<file path="config.mk">
export PLATFORM = sky130hd
export DESIGN_NAME = byte_fifo_with_frame_extract
export DESIGN_NICKNAME = d
export VERILOG_FILES = /design/src/design/bfe_pkg.sv /design/src/design/bfe_parse.sv /design/src/design/bfe_seq.sv /design/src/design/byte_fifo_with_frame_extract.sv
export SDC_FILE = /design/constraint.sdc
export NUM_CORES = 2
export LEC_CHECK = 0
export ABC_CLOCK_PERIOD_IN_PS = 4160
export BUFFER_PORTS_ARGS = -buffer_cell sky130_fd_sc_hd__clkbuf_2
export CORE_MARGIN = 1
export CORE_UTILIZATION = 57
export DETAILED_ROUTE_END_ITERATION = 10
export PLACE_DENSITY = 0.73
export SETUP_SLACK_MARGIN = 0.02
export SKIP_LAST_GASP = 1
export SYNTH_ARGS = -nofsm -noshare
export SYNTH_HDL_FRONTEND = slang
export SYNTH_SLANG_ARGS = --single-unit
</file>
<file path="constraint.sdc">
create_clock -name clk -period 4.16 [get_ports clk]
set_input_delay 0.208 -clock clk [delete_from_list [all_inputs] [get_ports clk]]
set_output_delay 0.208 -clock clk [all_outputs]
set_load 0.02 [all_outputs]
</file>
<file path="src/design/bfe_pkg.sv">
// Shared types and constants for the byte FIFO with frame extraction.
// No dependencies.
package bfe_pkg;

  localparam logic [1:0] CMD_PUT   = 2'd0;
  localparam logic [1:0] CMD_GET   = 2'd1;
  localparam logic [1:0] CMD_FRAME = 2'd2;
  localparam logic [1:0] CMD_CLR   = 2'd3;

  localparam logic [7:0] FRAME_HDR = 8'hAB;
  localparam logic [8:0] FILL_SAT  = 9'h1FF;

  // persistent frame parser state
  typedef struct packed {
    logic       in_frame;
    logic       len_seen;
    logic [8:0] remain;
    logic [8:0] ffill;
  } bfe_pst_t;

  // one result item
  typedef struct packed {
    logic       vld;
    logic [7:0] data;
    logic       dvld;
    logic       last;
    logic       ok;
    logic [8:0] flen;
    logic       trunc;
  } bfe_res_t;

endpackage

</file>
<file path="src/design/bfe_parse.sv">
// One step of the frame parser: consumes one byte, updates parser state.
// Depends on bfe_pkg.
module bfe_parse import bfe_pkg::*; (
  input  bfe_pst_t   pst_i,
  input  logic [7:0] byte_i,
  output bfe_pst_t   pst_o,
  output logic [8:0] slot_o,
  output logic       keep_o,
  output logic       done_o
);

  bfe_pst_t   p;
  logic       keep;
  logic       done;

  always_comb begin
    p    = pst_i;
    keep = 1'b0;
    done = 1'b0;
    if (!pst_i.in_frame) begin
      if (byte_i == FRAME_HDR) begin
        p.in_frame = 1'b1;
        p.len_seen = 1'b0;
        p.ffill    = '0;
        p.remain   = '0;
        keep       = 1'b1;
      end
    end else if (!pst_i.len_seen) begin
      p.len_seen = 1'b1;
      p.remain   = {1'b0, byte_i} + 9'd1;
      keep       = 1'b1;
    end else begin
      p.remain = pst_i.remain - 9'd1;
      keep     = 1'b1;
      done     = (p.remain == 9'd0);
    end
    slot_o = p.ffill;
    if (keep && (p.ffill != FILL_SAT)) begin
      p.ffill = p.ffill + 9'd1;
    end
    if (done) begin
      p.in_frame = 1'b0;
      p.len_seen = 1'b0;
    end
    pst_o  = p;
    keep_o = keep;
    done_o = done;
  end

endmodule

</file>
<file path="src/design/bfe_seq.sv">
// Command sequencer: ring store, frame store, put and clear, get and frame runs.
// Depends on bfe_pkg and bfe_parse.
module bfe_seq import bfe_pkg::*; #(
  parameter int FIFO_DEPTH = 256,
  parameter int FRAME_MAX  = 64,
  parameter int MAX_GET    = 64
) (
  input  logic       clk,
  input  logic       rst_n,
  input  logic       start,
  input  logic [1:0] cmd_i,
  input  logic [7:0] byte_i,
  input  logic [6:0] req_i,
  input  logic [8:0] cap_i,
  output logic       busy_o,
  output logic [8:0] fill_o,
  output bfe_res_t   res_o
);

  localparam int AW = (FIFO_DEPTH > 1) ? $clog2(FIFO_DEPTH) : 1;
  localparam int FW = (FRAME_MAX > 1) ? $clog2(FRAME_MAX) : 1;

  typedef enum logic [6:0] {
    S_IDLE  = 7'b0000001,
    S_GRD   = 7'b0000010,
    S_GEM   = 7'b0000100,
    S_SCAN  = 7'b0001000,
    S_PARSE = 7'b0010000,
    S_FRD   = 7'b0100000,
    S_FEM   = 7'b1000000
  } bfe_state_t;

  bfe_state_t     state_r, state_nxt;
  logic [AW-1:0]  rd_idx_r, rd_idx_nxt;
  logic [AW-1:0]  wr_idx_r, wr_idx_nxt;
  logic [8:0]     fill_r, fill_nxt;
  logic [6:0]     cnt_r, cnt_nxt;
  logic [FW-1:0]  fidx_r, fidx_nxt;
  bfe_pst_t       pst_r, pst_nxt;
  bfe_res_t       res_r, res_nxt;

  logic [7:0]     ring_mem [FIFO_DEPTH];
  logic [7:0]     ring_q;
  logic           ring_we;
  logic           ring_re;
  logic [7:0]     frm_mem [FRAME_MAX];
  logic [7:0]     frm_q;
  logic           frm_we;
  logic           frm_re;
  logic [FW-1:0]  frm_waddr;

  bfe_pst_t       pst_step;
  logic [8:0]     slot;
  logic           keep;
  logic           done;

  logic [6:0]     req_cap;
  logic [6:0]     get_n;

  bfe_parse u_parse (
    .pst_i  (pst_r),
    .byte_i (ring_q),
    .pst_o  (pst_step),
    .slot_o (slot),
    .keep_o (keep),
    .done_o (done)
  );

  function automatic logic [AW-1:0] inc_idx(input logic [AW-1:0] i);
    return (i == AW'(FIFO_DEPTH - 1)) ? '0 : i + 1'b1;
  endfunction

  always_comb begin
    req_cap = (req_i > 7'(MAX_GET)) ? 7'(MAX_GET) : req_i;
    get_n   = ({2'b00, req_cap} > fill_r) ? fill_r[6:0] : req_cap;
  end

  always_comb begin
    state_nxt  = state_r;
    rd_idx_nxt = rd_idx_r;
    wr_idx_nxt = wr_idx_r;
    fill_nxt   = fill_r;
    cnt_nxt    = cnt_r;
    fidx_nxt   = fidx_r;
    pst_nxt    = pst_r;
    res_nxt    = '0;
    ring_we    = 1'b0;
    ring_re    = 1'b0;
    frm_we     = 1'b0;
    frm_re     = 1'b0;
    frm_waddr  = slot[FW-1:0];
    case (state_r)
      S_IDLE: begin
        if (start) begin
          case (cmd_i)
            CMD_PUT: begin
              res_nxt.vld  = 1'b1;
              res_nxt.last = 1'b1;
              if (fill_r < cap_i) begin
                ring_we      = 1'b1;
                wr_idx_nxt   = inc_idx(wr_idx_r);
                fill_nxt     = fill_r + 9'd1;
                res_nxt.ok   = 1'b1;
              end
            end
            CMD_CLR: begin
              fill_nxt     = '0;
              rd_idx_nxt   = wr_idx_r;
              res_nxt.vld  = 1'b1;
              res_nxt.last = 1'b1;
              res_nxt.ok   = 1'b1;
            end
            default: begin
              if (req_i == 7'd0) begin
                res_nxt.vld  = 1'b1;
                res_nxt.last = 1'b1;
              end else if (cmd_i == CMD_GET) begin
                if (get_n == 7'd0) begin
                  res_nxt.vld  = 1'b1;
                  res_nxt.last = 1'b1;
                  res_nxt.ok   = 1'b1;
                end else begin
                  fill_nxt  = fill_r - {2'b00, get_n};
                  cnt_nxt   = get_n;
                  state_nxt = S_GRD;
                end
              end else begin
                state_nxt = S_SCAN;
              end
            end
          endcase
        end
      end
      S_GRD: begin
        ring_re    = 1'b1;
        rd_idx_nxt = inc_idx(rd_idx_r);
        state_nxt  = S_GEM;
      end
      S_GEM: begin
        res_nxt.vld  = 1'b1;
        res_nxt.data = ring_q;
        res_nxt.dvld = 1'b1;
        res_nxt.ok   = 1'b1;
        res_nxt.last = (cnt_r == 7'd1);
        cnt_nxt      = cnt_r - 7'd1;
        state_nxt    = (cnt_r == 7'd1) ? S_IDLE : S_GRD;
      end
      S_SCAN: begin
        if (fill_r == 9'd0) begin
          res_nxt.vld  = 1'b1;
          res_nxt.last = 1'b1;
          state_nxt    = S_IDLE;
        end else begin
          ring_re    = 1'b1;
          rd_idx_nxt = inc_idx(rd_idx_r);
          fill_nxt   = fill_r - 9'd1;
          state_nxt  = S_PARSE;
        end
      end
      S_PARSE: begin
        pst_nxt = pst_step;
        frm_we  = keep && (slot < 9'(FRAME_MAX));
        if (done) begin
          cnt_nxt   = (pst_step.ffill > 9'(FRAME_MAX)) ? 7'(FRAME_MAX)
                                                       : pst_step.ffill[6:0];
          fidx_nxt  = '0;
          state_nxt = S_FRD;
        end else begin
          state_nxt = S_SCAN;
        end
      end
      S_FRD: begin
        frm_re    = 1'b1;
        fidx_nxt  = fidx_r + 1'b1;
        state_nxt = S_FEM;
      end
      S_FEM: begin
        res_nxt.vld   = 1'b1;
        res_nxt.data  = frm_q;
        res_nxt.dvld  = 1'b1;
        res_nxt.ok    = 1'b1;
        res_nxt.flen  = pst_r.ffill;
        res_nxt.trunc = (pst_r.ffill > 9'(FRAME_MAX));
        res_nxt.last  = (cnt_r == 7'd1);
        cnt_nxt       = cnt_r - 7'd1;
        state_nxt     = (cnt_r == 7'd1) ? S_IDLE : S_FRD;
      end
      default: begin
        state_nxt = S_IDLE;
      end
    endcase
  end

  always_ff @(posedge clk) begin
    if (!rst_n) begin
      state_r  <= S_IDLE;
      rd_idx_r <= '0;
      wr_idx_r <= '0;
      fill_r   <= '0;
      cnt_r    <= '0;
      fidx_r   <= '0;
      pst_r    <= '0;
      res_r    <= '0;
    end else begin
      state_r  <= state_nxt;
      rd_idx_r <= rd_idx_nxt;
      wr_idx_r <= wr_idx_nxt;
      fill_r   <= fill_nxt;
      cnt_r    <= cnt_nxt;
      fidx_r   <= fidx_nxt;
      pst_r    <= pst_nxt;
      res_r    <= res_nxt;
    end
  end

  // ring store, one write and one registered read port
  always_ff @(posedge clk) begin
    if (ring_we) begin
      ring_mem[wr_idx_r] <= byte_i;
    end
    if (ring_re) begin
      ring_q <= ring_mem[rd_idx_r];
    end
  end

  // frame store
  always_ff @(posedge clk) begin
    if (frm_we) begin
      frm_mem[frm_waddr] <= ring_q;
    end
    if (frm_re) begin
      frm_q <= frm_mem[fidx_r];
    end
  end

  assign busy_o = (state_r != S_IDLE);
  assign fill_o = fill_r;
  assign res_o  = res_r;

endmodule

</file>
<file path="src/design/byte_fifo_with_frame_extract.sv">
// Top level: byte ring FIFO with a persistent frame extractor.
// Depends on bfe_pkg and bfe_seq (which uses bfe_parse).
//
//  channel   handshake            payload
//  input     start & !busy        in_cmd, in_byte, in_req_count
//  result    out_valid (strobe)   out_byte .. out_full_flag
//  config    cfg_valid & ready    cfg_data (capacity)
//
// Put, reset, zero-count get/frame and get on empty: result next cycle. Get: a
// ring read and a result per byte. Frame: a ring read and a parse per byte scanned,
// a frame store read and a result per byte returned, plus a scan step if the FIFO
// runs dry first; reads are registered. Busy stays high for the whole run. Reset is
// synchronous; the stores need no clearing pass. The receiver cannot stall results.
module byte_fifo_with_frame_extract import bfe_pkg::*; #(
  parameter int FIFO_DEPTH = 256,
  parameter int FRAME_MAX  = 64,
  parameter int MAX_GET    = 64
) (
  input  logic       clk,
  input  logic       rst_n,
  input  logic       start,
  output logic       busy,
  input  logic [1:0] in_cmd,
  input  logic [7:0] in_byte,
  input  logic [6:0] in_req_count,
  output logic       out_valid,
  output logic [7:0] out_byte,
  output logic       out_byte_valid,
  output logic       out_last_of_run,
  output logic       out_op_ok,
  output logic [8:0] out_frame_len,
  output logic       out_frame_truncated,
  output logic [8:0] out_fill_level,
  output logic [8:0] out_room_left,
  output logic       out_empty_flag,
  output logic       out_full_flag,
  input  logic       cfg_valid,
  output logic       cfg_ready,
  input  logic [8:0] cfg_data
);

  localparam logic [8:0] CAP_LIM = (FIFO_DEPTH > 511) ? 9'd511 : 9'(FIFO_DEPTH);

  logic [8:0] cap_r;
  logic [8:0] cap_eff;
  logic [8:0] fill;
  bfe_res_t   res;

  always_ff @(posedge clk) begin
    if (!rst_n) begin
      cap_r <= 9'd256;
    end else if (cfg_valid && cfg_ready) begin
      cap_r <= cfg_data;
    end
  end

  assign cap_eff   = (cap_r > CAP_LIM) ? CAP_LIM : cap_r;
  assign cfg_ready = !busy;

  bfe_seq #(
    .FIFO_DEPTH (FIFO_DEPTH),
    .FRAME_MAX  (FRAME_MAX),
    .MAX_GET    (MAX_GET)
  ) u_seq (
    .clk    (clk),
    .rst_n  (rst_n),
    .start  (start),
    .cmd_i  (in_cmd),
    .byte_i (in_byte),
    .req_i  (in_req_count),
    .cap_i  (cap_eff),
    .busy_o (busy),
    .fill_o (fill),
    .res_o  (res)
  );

  assign out_valid           = res.vld;
  assign out_byte            = res.data;
  assign out_byte_valid      = res.dvld;
  assign out_last_of_run     = res.last;
  assign out_op_ok           = res.ok;
  assign out_frame_len       = res.flen;
  assign out_frame_truncated = res.trunc;
  assign out_fill_level      = fill;
  assign out_full_flag       = (fill >= cap_eff);
  assign out_room_left       = out_full_flag ? 9'd0 : (cap_eff - fill);
  assign out_empty_flag      = (fill == 9'd0);

  a_single_result: assert property (@(posedge clk) disable iff (!rst_n)
    (start && !busy && (in_cmd == CMD_PUT || in_cmd == CMD_CLR))
      |=> (out_valid && out_last_of_run))
    else $error("put/reset item did not give a single result");

  a_nobyte_last: assert property (@(posedge clk) disable iff (!rst_n)
    (out_valid && !out_byte_valid) |-> out_last_of_run)
    else $error("result without byte is not last of run");

  a_trunc_len: assert property (@(posedge clk) disable iff (!rst_n)
    (out_valid && out_frame_truncated) |-> (out_frame_len > 9'(FRAME_MAX)))
    else $error("truncated frame with short length");

  a_reset_idle: assert property (@(posedge clk)
    !rst_n |=> !busy)
    else $error("busy after reset");

endmodule
</file>
# Yosys cells after proc, flatten, opt, wreduce, memory -nomap -nowiden
# Memory sizes are Yosys's and may differ from the RTL's. A register that Yosys moved wholly into a read port is not among the register bits.
# Index checks and enable logic that the tools add are counted.
# totals
register_bits,96
mem_bits_rw,2560
input_bits,30
out_inout_bits,44
elab_cells,170
n_memories,2
# mem_list
name,depth,width,rd,rd_ports_with_merged_regs,write_ports,line_no,text
u_seq.ring_mem,256,8,1,1,1,bfe_seq.sv:42,logic [7:0] ring_mem [FIFO_DEPTH];
u_seq.frm_mem,64,8,1,1,1,bfe_seq.sv:46,logic [7:0] frm_mem [FRAME_MAX];
# classes
addsub,11
order_cmp,8
eq_ne,28
mux,77
reduce_logical,26
# ops
operator,n
9-bit 2-to-1 mux,11
7-bit 2-to-1 mux,14
9-bit case mux with 2 select lines,3
7-bit case mux with 7 select lines,1
8-bit 2-to-1 mux,5
"8-bit equality test, second input constant",3
1-bit 2-to-1 mux,24
8-bit case mux with 3 select lines,1
7-bit case mux with 3 select lines,1
20-bit 2-to-1 mux,1
"9-bit by 1-bit adder with 9-bit output, second input constant",2
"9-bit by 7-bit > comparator with 1-bit output, second input constant",2
9-bit logical NOT,2
6-bit 2-to-1 mux,3
"9-bit by 1-bit subtractor with 9-bit output, second input constant",2
"8-bit by 1-bit adder with 8-bit output, second input constant",2
"7-bit by 1-bit equality test with 1-bit output, second input constant",2
7-bit logical NOT,2
7-bit AND reduction,2
"2-bit inequality test, second input constant",6
6-bit case mux with 2 select lines,1
4-bit AND reduction,3
10-bit 2-to-1 mux,1
2-bit 2-to-1 mux,5
other kinds (37),51

# Depth between registers and ports, before layout
# logic_depth
word_depth,11
mapped_depth,19
depth_no_buf,18

# Cells and area by module
# From an unflattened synthesis, not the netlist that was laid out.
# unflattened
cells_unflattened,5192
area_unflattened_um2,105523.7
# modules_own_cells
mod,n_inst,cells_per_inst,area_each_um2,seq_area_each_um2
bfe_seq,1,4907,103556.8,79095.9
bfe_parse,1,156,1016.0,0.0
byte_fifo_with_frame_extract,1,129,950.9,180.2

# Worst setup path after synthesis
# Ideal clock, no wire load.
# synth_timing
path_type,register -> register
from,reg u_seq.fill_r[1] (netlist: u_seq.fill_o[1])
to,reg u_seq.fill_r[7] (netlist: u_seq.fill_o[7])
setup_time_ns,0.115
arrival_ns,4.524
t_required_ns,4.045
path_slack_ns,-0.480
stages_incl_launch_ff,20
n_path_buf,1
period_less_slack_ns,4.640
cell_sequence,dfxtp_1 inv_1 ha_1 nor2b_1 o31ai_1 a211oi_1 and2_1 clkbuf_1 mux2i_1 ha_1 nor2b_1 ha_1 a21o_1 a21o_1 a2111oi_0 nor3_1 a21oi_1 xor2_1 o32ai_1 a31o_1
# synth_via
elab_chain_cells,9
elab_cells_between_ends,20
classes_between,add/sub: 3; order compare: 2; eq/ne: 3; mux: 9; reduce/logical: 3
# synth_lines
element,line_no,text
from (decl),bfe_seq.sv:36,"logic [8:0] fill_r, fill_nxt;"
from (signal assigned),bfe_seq.sv:208,fill_r <= fill_nxt;
7-bit by 9-bit > comparator with 1-bit output,bfe_seq.sv:75,"get_n = ({2'b00, req_cap} > fill_r) ? fill_r[6:0] : req_cap;"
7-bit 2-to-1 mux,bfe_seq.sv:75,
9-bit by 7-bit subtractor with 9-bit output,bfe_seq.sv:123,"fill_nxt = fill_r - {2'b00, get_n};"
9-bit 2-to-1 mux,bfe_seq.sv:118,if (get_n == 7'd0) begin
9-bit 2-to-1 mux,bfe_seq.sv:117,end else if (cmd_i == CMD_GET) begin
9-bit 2-to-1 mux,bfe_seq.sv:114,if (req_i == 7'd0) begin
9-bit case mux with 2 select lines,bfe_seq.sv:95,case (cmd_i)
9-bit 2-to-1 mux,bfe_seq.sv:94,if (start) begin
9-bit case mux with 2 select lines,bfe_seq.sv:92,case (state_r)
# Parallel ways exist; a longest one is shown, timed or not. The select of a mux whose other input is x is not followed.
# A chain may end at the register's enable or synchronous reset.

==> results.toml <==
[run_status]
status = "complete, but fails checks"
violations = "hold timing"

[setup_path]
path_buf_inv = 3
critPathLaunchType = "flip-flop"
crit_required_ns = 4.71
path_max_fanout = 26
crit_type = "flip-flop to flip-flop"
worst_setup_path_end_kind = "flip-flop"
cp_top_family = "compound AO/OA/AOI/OAI gates"
worstPathArrival_ns = 4.54
crit_slowest_cell = "mux4_2"
path_cells = "buf_12 -> buf_12 -> mux4_2 -> a22o_1 -> a221oi_1 -> o22ai_1 -> nor3_1 -> buf_4 -> o221ai_1"
critical-path-max-stage-delay_ns = 0.57
cp_common_cell = "buf_12"

[synthesis]
post_synth_num_cell_types = 83
ys_warn_count = 0
yosysSeqAreaShare = 0.755
synth.avg_cell_area_um2 = 20.2
ys_ff_latch = 2672
syn-cell-area_mm2 = 0.105
ys.flop_type = "edfxtp_1"
synthArstFlopShare = 0
synth_nets = 5264
synth_edf_count = 2576
synthCells = 5190

[sta]
timing.final.max_slew_violations = 0
hold_viol = 1
worst_pin_slew_ns = 1.23
rsz0062_at_grt = "true"
period_minus_slack_ns = 3.98
fmax_mhz = 251
max_slew_margin = 0.175
fin_crit_sh = 0.958
setup_viol = 0
skew_ns = 0.0813
tns_ns = 0
whs_ns = -0.00450

[drt]
finalWirelength_um = 249000
first_iter_violations = 6717
ant_nets = 0
drtPass1Iterations = 5
routed-via-count = 54917
wl_per_cell_um = 29.4
avgViaCountPerCell = 6.48
drc = 0

[worst_hold_path]
hp-class = "input pin to flip-flop"

[clock_network]
clk_latency_ns = 0.93
postCtsSetupBuffers = 0
cts_buffers = 283
cts_max_level = 5
tritoncts = "done"
cts_num_sinks = 2672
clkTransAtPathRegs_ns = 0.06
clock-root-buffer = "clkbuf_16"
clockBufferDepth = 4

[finish]
layout-drive-gt1-share = 0.287
area_growth_pct = 15.4
fin_nets = 5884

[floorplanning]
die-area_mm2 = 0.186
ios = 74
start_util = 0.573
num_rows = 157
die_width_um = 431
die_h_um = 431
core_mm2 = 0.183

[grt]
antenna_found_initial = 1
grt_max_degree = 156
grt_pass1_wl_um = 367000
grtUsageTotal = 0.270
grt.overflow.total = 0
first_global_vias = 54986

[run]
cap_violations = 0

[placed_design]
portBuffers = 73
gp_congestion = 0.879
dpl.hpwl_um = 148000

[power_and_ir_drop]
p_total_mw = 61.5
powerDensity_mw_per_mm2 = 507
p_leak_nw = 38.2
ir_worst_vdd_v = 0.000409
[what timing repair did]
| action | in CTS | in global routing |
|---|---|---|
| resized for setup | 0 | 19 |
| endpoints found under the setup margin | 0 | 4 |
| hold buffers | 35 | 0 |
| endpoints found under the hold margin | 98 | 0 |
[routing by layer]
layer | GRT usage | vias to the layer above | part of all wire
met1 | 0.376 | 28645 | 0.38
met5 | 0 | - | 0
met4 | 0.0979 | 0 | 0.036
met3 | 0.0435 | 503 | 0.082
li1 | - | 22835 | -
met2 | 0.439 | 2934 | 0.50
[cell type report]
type | instances | area (um2)
antenna | 1 | 2.50
timing repair buffer | 644 | 5420
tap | 2464 | 3080
sequential | 2672 | 79300
clock inverter | 118 | 1120
inverter | 36 | 135
multi-input combinational | 2173 | 24600
clock buffer | 364 | 7560
fill | 11553 | 61900
[state kept, by name, indices dropped and copies added, names as in the netlist, 9 cells and up]
register and flops:
u_seq.ring_mem 2048, u_seq.frm_mem 512, u_seq.res_o 22, u_seq.pst_r 20
cap_r 9, u_seq.fill_o 9
[layout by cell type (no fill, tap or decap), types with 12 or more instances in the layout]
cell type / instances
edfxtp_1: 2576
mux4_2: 680
buf_4: 487
nor2_1: 442
clkbuf_16: 290
a22oi_1: 151
a21oi_1: 135
nand2_1: 91
dfxtp_1: 87
clkbuf_1: 71
a22o_1: 65
clkbuf_2: 65
a221oi_1: 57
clkinv_1: 55
buf_12: 49
nand3_1: 45
nor3_1: 38
o21ai_0: 37
dlygate4sd3_1: 35
ha_1: 34
nor2b_1: 33
inv_1: 31
xor2_1: 24
o22ai_1: 24
o221ai_1: 24
clkinv_2: 24
xnor2_1: 22
bufinv_16: 21
and2_1: 17
mux2i_1: 16
nand4_1: 15
nand3_2: 14
nand2b_1: 13
a211oi_1: 12
[final timing paths]
path,start,to,slack [ns],depth (start not counted)
max,u_seq.rd_idx_r[0],u_seq.ring_q[2],0.18,9
min reg2reg,u_seq.frm_q[0],u_seq.res_o[13],0.47,1
min,in_byte[2],u_seq.ring_mem[206][2],-0.005,1
max reg2reg,u_seq.rd_idx_r[0],u_seq.ring_q[2],0.18,9
[cell usage after synthesis (4+ instances only)]
| master | number | area (um2) |
|---|---|---|
| edfxtp_1 | 2576 | 77400 |
| mux4_2 | 680 | 15300 |
| nor2_1 | 443 | 1660 |
| clkbuf_1 | 212 | 796 |
| a22oi_1 | 151 | 1130 |
| a21oi_1 | 139 | 696 |
| dfxtp_1 | 96 | 1920 |
| nand2_1 | 95 | 357 |
| a22o_1 | 65 | 569 |
| buf_2 | 64 | 320 |
| a221oi_1 | 57 | 499 |
| nand3_1 | 55 | 275 |
| ha_1 | 42 | 526 |
| nor3_1 | 39 | 195 |
| o21ai_0 | 37 | 185 |
| nor2b_1 | 36 | 225 |
| inv_1 | 34 | 128 |
| buf_1 | 29 | 109 |
| o221ai_1 | 24 | 210 |
| o22ai_1 | 24 | 150 |
| xor2_1 | 24 | 210 |
| xnor2_1 | 22 | 193 |
| and2_1 | 20 | 125 |
| mux2i_1 | 17 | 170 |
| nand2b_1 | 15 | 93.8 |
| nand4_1 | 15 | 93.8 |
| a211oi_1 | 13 | 97.6 |
| nand3b_1 | 11 | 82.6 |
| and3_1 | 10 | 62.6 |
| o211a_1 | 10 | 100 |
| a21o_1 | 8 | 60.1 |
| or3_1 | 8 | 50.1 |
| nor4_1 | 7 | 43.8 |
| or4_1 | 7 | 52.6 |
| a31o_1 | 6 | 52.6 |
| a31oi_1 | 6 | 37.5 |
| nand4b_1 | 6 | 52.6 |
| nor3b_1 | 6 | 45.0 |
| o31ai_1 | 6 | 45.0 |
| o211ai_1 | 5 | 37.5 |
| o21a_1 | 5 | 37.5 |
| nand3_2 | 4 | 40.0 |
| o21bai_1 | 4 | 30.0 |
[through the flow]
stage / area [um2] / hold WS [ns] / utilization / cells / worst slack, ns
2_1_floorplan: 105000 / 0.307 / - / 5190 / -0.0937
3_3_place_gp: 112000 / 0.446 / 0.612 / 7954 / 0.0171
3_5_place_dp: 112000 / 0.446 / 0.612 / 7954 / -0.0338
4_1_cts: 121000 / 0.0328 / 0.661 / 8471 / 0.0349
5_1_grt: 121000 / 0.0570 / 0.662 / 8471 / 0.00377
6_report: 121000 / -0.00450 / 0.662 / 8472 / 0.176
[power breakdown]
part | total (mW) | switching [mW] | internal, mW
clock network | 24.0 | 9.86 | 14.1
logic | 7.79 | 4.36 | 3.43
registers | 29.7 | 0.117 | 29.6
total | 61.5 | 14.3 | 47.1
[logic make-up after synthesis]
logic type,after synthesis,share of synthesized area
compound gates,586,0.0399
simple gates,797,0.0347
xor+xnor,46,0.00384
flops,2672,0.755
mux,700,0.148
fa+ha+maj,44,0.00539
buf+inv,345,0.0133
Note: power is estimated with default switching activity, not from simulation.
